===== src/rtl/gres_pkg.sv =====
// Shared types and constants for the graph reachability edge store.
package gres_pkg;

    // Field widths fixed by the request and response formats
    localparam int VID_W  = 6;
    localparam int VCNT_W = 7;
    localparam int CNT_W  = 13;
    localparam int VMAX   = 64;

    // Request operation codes
    typedef enum logic [2:0] {
        FN_ADD       = 3'd0,
        FN_REMOVE    = 3'd1,
        FN_HAS       = 3'd2,
        FN_REACH     = 3'd3,
        FN_REACH_CUT = 3'd4,
        FN_REDUNDANT = 3'd5
    } func_t;

    typedef struct packed {
        logic [2:0]       func;
        logic [VID_W-1:0] src_vertex;
        logic [VID_W-1:0] dst_vertex;
        logic [VID_W-1:0] skip_from;
        logic [VID_W-1:0] skip_to;
    } gres_req_t;

    typedef struct packed {
        logic             ok;
        logic [CNT_W-1:0] edges_now;
    } gres_rsp_t;

    // Commands from the controller to the search unit
    typedef struct packed {
        logic load;
        logic run;
        logic use_cut;
    } gres_srch_cmd_t;

    // Status from the search unit
    typedef struct packed {
        logic found;
        logic exhausted;
    } gres_srch_sts_t;

endpackage


===== src/rtl/gres_search.sv =====
// Frontier search unit: visited/pending masks, row pick and row expansion.
module gres_search
    import gres_pkg::*;
#(
    parameter int DEPTH = 64
) (
    input  logic                     aclk,
    input  logic                     aresetn,
    input  gres_srch_cmd_t           cmd,
    input  logic [VID_W-1:0]         start_vertex,
    input  logic [VID_W-1:0]         goal_vertex,
    input  logic [VID_W-1:0]         cut_from,
    input  logic [VID_W-1:0]         cut_to,
    input  logic [DEPTH-1:0]         valid_mask,
    input  logic [DEPTH-1:0]         row,
    output logic                     rd_en,
    output logic [$clog2(DEPTH)-1:0] rd_addr,
    output gres_srch_sts_t           sts
);

    localparam int AW = $clog2(DEPTH);

    logic [DEPTH-1:0] visited_reg, visited_next;
    logic [DEPTH-1:0] pending_reg, pending_next;
    logic             flight_reg, flight_next;
    logic [AW-1:0]    cur_reg, cur_next;

    logic [DEPTH-1:0] pick_oh;
    logic             pick_valid;
    logic [AW-1:0]    pick_idx;
    logic [DEPTH-1:0] row_m;
    logic [DEPTH-1:0] fresh;

    // Lowest pending vertex is expanded next
    assign pick_oh    = pending_reg & (~pending_reg + DEPTH'(1));
    assign pick_valid = |pending_reg;

    always_comb begin
        pick_idx = '0;
        for (int i = 0; i < DEPTH; i++) begin
            if (pick_oh[i]) begin
                pick_idx = pick_idx | AW'(i);
            end
        end
    end

    // Row in flight: drop invalid targets and the excluded edge
    always_comb begin
        row_m = row & valid_mask;
        if (cmd.use_cut && (cut_from == VID_W'(cur_reg))) begin
            row_m = row_m & ~(DEPTH'(1) << cut_to[AW-1:0]);
        end
    end

    assign fresh         = row_m & ~visited_reg;
    assign sts.found     = flight_reg && row_m[goal_vertex[AW-1:0]];
    assign sts.exhausted = !flight_reg && !pick_valid;
    assign rd_en         = cmd.run && pick_valid;
    assign rd_addr       = pick_idx;

    // Mask update
    always_comb begin
        visited_next = visited_reg;
        pending_next = pending_reg;
        flight_next  = flight_reg;
        cur_next     = cur_reg;
        if (cmd.load) begin
            visited_next = DEPTH'(1) << start_vertex[AW-1:0];
            pending_next = '0;
            flight_next  = 1'b1;
            cur_next     = start_vertex[AW-1:0];
        end else if (cmd.run) begin
            pending_next = pending_reg & ~pick_oh;
            if (flight_reg) begin
                visited_next = visited_reg | fresh;
                pending_next = pending_next | fresh;
            end
            flight_next = pick_valid;
            if (pick_valid) begin
                cur_next = pick_idx;
            end
        end
    end

    always_ff @(posedge aclk) begin
        if (!aresetn) begin
            visited_reg <= '0;
            pending_reg <= '0;
            flight_reg  <= 1'b0;
        end else begin
            visited_reg <= visited_next;
            pending_reg <= pending_next;
            flight_reg  <= flight_next;
        end
        cur_reg <= cur_next;
    end

`ifndef SYNTHESIS
    // Every pending vertex has already been marked visited
    a_pending_in_visited: assert property (@(posedge aclk) disable iff (!aresetn)
        (pending_reg & ~visited_reg) == '0)
        else $error("pending vertex not in visited set");

    // A load always puts the start row in flight
    a_load_flight: assert property (@(posedge aclk) disable iff (!aresetn)
        cmd.load |=> flight_reg)
        else $error("start row not in flight after load");
`endif

endmodule


===== config.mk =====
export PLATFORM = sky130hd
export DESIGN_NAME = gres_search
export DESIGN_NICKNAME = d
export VERILOG_FILES = /design/src/rtl/gres_pkg.sv /design/src/rtl/gres_search.sv
export SDC_FILE = /design/constraint.sdc
export NUM_CORES = 1
export LEC_CHECK = 0
export BUFFER_PORTS_ARGS = -buffer_cell sky130_fd_sc_hd__clkbuf_2
export CAP_MARGIN = 30
export CORE_MARGIN = 5
export CORE_UTILIZATION = 60
export CTS_BUF_LIST = sky130_fd_sc_hd__clkbuf_8
export DETAILED_ROUTE_END_ITERATION = 8
export PLACE_DENSITY = 0.83
export SLEW_MARGIN = 20
export SYNTH_ARGS = -nofsm -noshare
export SYNTH_HDL_FRONTEND = slang
export SYNTH_SLANG_ARGS = --single-unit

===== constraint.sdc =====
create_clock -name aclk -period 4.2 [get_ports aclk]
set_input_delay 0.63 -clock aclk [delete_from_list [all_inputs] [get_ports aclk]]
set_output_delay 0.63 -clock aclk [all_outputs]
set_load 0.01 [all_outputs]

==> flow_summary_export.csv <==
group,metric,value,unit
outcome,outcome,"finished, final reports clean",
critical_path,r2r_cells,9,
yosys,syn_area_per_cell,7.20,µm²
final_layout,seq_area,2760,µm²
worst_hold_path,min_path_cells,1,
route,wl,38700,µm
critical_path,cpPeakStageDelay,0.73,ns
critical_path,path_cells,"xnor2_1 -> nand3_2 -> or4_1 -> o211ai_1 -> a211oi_1 -> nand3_1 -> o31a_1 -> o211ai_1 -> clkbuf_2",
final_layout,fillCellCount,1228,
sta,skew,0.0156,ns
route,drc,0,
clock_tree,holdBufCountCts,0,
clock_tree,cts_buffers,17,
route,first_pass_iters,6,
critical_path,worstPathArrival,3.47,ns
yosys,syn_nets,1460,
final_layout,fin_nets,1604,
yosys,synth.ff_latch_count,135,
sta,min_period,4.10,ns
floorplan,die_x,135,µm
sta,fmax,0.244,GHz
yosys,netlist_area,9380,µm²
yosys,yosys_warnings,0,
final_layout,stdcell_area,10900,µm²
place,dpl.hpwl,29900,µm
yosys,synthFlopType,"dfxtp_1",
place,place_congestion,1.05,
sta,setup_violations,0,
critical_path,crit_slowest_cell,"or4_1",
floorplan,core,15300,µm²
critical_path,critPathRequiredTime,3.57,ns
final_layout,final_cell_mix,"nand2_1 (217), clkbuf_2 (165), a21oi_1 (155)",
clock_tree,cts_tree,"yes",
route,ant_nets,0,
critical_path,crit_path_max_fanout,10,
critical_path,endpoint_kind,"primary output",
floorplan,io_pins,166,
final_layout,layout-drive-gt1-share,18.6,%
clock_tree,post-cts-setup-buffers,0,
floorplan,die_h,135,µm
critical_path,path_class,"register to primary output",
critical_path,critPathTopFamily,"simple AND/OR/NAND/NOR gates",
route,viasPerCell,7.02,
global_routing,grt_use_total,41.5,%
sta,fin_tns_setup,0,ns
place,io_buffers,165,
sta,hold_viol_final,0,
clock_tree,cts.sinks,135,
global_routing,grt_overflow,0,
place,dp.cells,1639,
yosys,async_flop_share,0,%
sta,tightest_slew,1.03,ns
critical_path,cp_num_buf_inv,1,
floorplan,initial_core_util,61.5,%
yosys,synth_cell_types,82,
final_layout,final_common_cell,"nand2_1",
yosys,syn_inst,1303,
floorplan,rows,45,
floorplan,dieArea,18200,µm²
sta,rsz0062_at_grt,"no",
place,place_area,10500,µm²
flow_run,max_cap_viol_count,0,
final_layout,multiInputGateArea,6250,µm²
final_layout,area_delta_synth_final,16.3,%
power_and_ir_drop,p_leak,5.12,nW
critical_path,critical_path.startpoint_type,"register",
final_layout,num_antenna_cells,0,
route,drtIter0Drc,1773,
critical_path,reg2reg_from,"cur_reg[1]$_DFFE_PP_",
clock_tree,root_buffer,"clkbuf_8",
worst_hold_path,hold_path_class,"register to register",
worst_hold_path,hp-start,"visited_reg[51]$_SDFFE_PN0P_",
global_routing,antenna_found_initial,0,
power_and_ir_drop,power_density,323,nW/µm²
route,via_count,11700,
yosys,synth-edff-count,6,
clock_tree,ctsHtreeMaxLevel,4,
sta,drv_slew,0,
clock_tree,clock_path_buffers,2,
global_routing,grt_pass1_vias,10900,
yosys,ys_seq_area_share,29.4,%
global_routing,grt_max_degree,66,
critical_path,r2r_slack,0.98,ns
route,wl_per_cell,23.2,µm
critical_path,worst_path_most_repeated_cell,"o211ai_1",
power_and_ir_drop,vdd_drop_max,210,µV
sta,max_slew_margin,30.4,%
clock_tree,path_clk_slew,0.09,ns
critical_path,r2r_end,"visited_reg[35]$_SDFFE_PN0P_",
clock_tree,post_cts_resized,0,
final_layout,instances_no_fill,1671,
global_routing,grt_pass1_wl,58900,µm
clock_tree,clk_latency,0.46,ns
worst_hold_path,hold_end,"visited_reg[51]$_SDFFE_PN0P_",
sta,post-route-period-util,97.6,%
==> worst reg2reg max path, cell delays in order, from the launching register on <==
cell	delay, ns
edfxtp_1	0.47
xnor2_1	0.30
nand3_2	0.26
buf_4	0.23
nor4_2	0.30
buf_4	0.22
nand2_1	0.08
o311ai_0	0.87
a21oi_1	0.15
o211a_1	0.25
==> worst max-delay path by stage <==
stage	startpoint	end	slack (ns)	cells after the start
4_1_cts	cur_reg[1]$_DFFE_PP_	sts[1]	0.16	10
2_1_floorplan	cut_to[4]	sts[1]	0.86	10
5_1_grt	pending_reg[11]$_SDFFE_PP0P_	rd_addr[4]	0.001	9
3_5_place_dp	cut_from[1]	sts[1]	0.41	11
6_report	cur_reg[1]$_DFFE_PP_	sts[1]	0.10	9
3_3_place_gp	cut_from[1]	sts[1]	0.46	11
==> stage by stage <==
step	utilization [%]	power (mW)	setup WS, ns	hold WS, ns
3_5_place_dp	68.7	2.34	0.406	0.479
6_report	71.5	3.52	0.102	0.499
3_3_place_gp	68.6	2.33	0.457	0.472
2_1_floorplan	-	1.95	0.865	0.457
4_1_cts	71.4	3.46	0.158	0.498
5_1_grt	71.5	3.62	0.00140	0.508
==> layout make-up <==
class / instances / area share, %
multi-input cells: 1065 / 57.3
flip-flops and latches: 135 / 25.3
repair buffers: 204 / 10.3
well taps: 211 / 2.42
clock buffers: 18 / 2.27
clock inverters: 14 / 1.58
inverters: 24 / 0.826
==> kinds of logic after synthesis <==
family                 synth area share [%]
multiplexers                           1.03
XOR/XNOR                              0.747
flip-flops                             29.4
AO/OA/AOI/OAI                          31.7
buffers and inverters                  4.24
AND/OR/NAND/NOR                        32.8
==> power by group <==
group	total, mW	leakage [nW]	switching [mW]	internal [mW]
sequential	1.38	1.11	0.0468	1.33
clock	1.16	0.206	0.557	0.608
combinational	0.972	3.81	0.636	0.337
==> Yosys cell counts (all sizes together), types with 6 or more instances <==
cell type / number / area share [%]
o21ai: 42 / 2.2
clkbuf: 67 / 2.7
or3: 53 / 3.6
nand3: 52 / 2.8
nor2: 99 / 4.1
inv: 23 / 0.92
and2: 10 / 0.67
a21oi: 156 / 8.3
nand2b: 13 / 0.87
o31ai: 14 / 1.1
a31oi: 26 / 1.7
edfxtp: 6 / 1.9
nand2: 219 / 8.8
and3: 11 / 0.73
or4: 8 / 0.68
nor3b: 10 / 0.80
buf: 12 / 0.60
o22ai: 9 / 0.60
nor3: 43 / 2.3
nor4: 43 / 3.4
nor2b: 11 / 0.73
nand4: 12 / 0.87
o211a: 63 / 6.7
a311oi: 7 / 0.65
o211ai: 37 / 3.0
a21o: 24 / 1.9
a211oi: 8 / 0.64
or2: 8 / 0.53
dfxtp: 129 / 28
==> metal layers <==
metal / vias to the layer above / wire length (µm) / GRT usage, %
met5: - / 0 / 0
met4: 0 / 2950 / 26.2
met3: 188 / 4820 / 9.84
met2: 991 / 16500 / 62.5
met1: 5348 / 14400 / 53.5
li1: 5202 / - / -
Power figures use the tool's default switching activity.
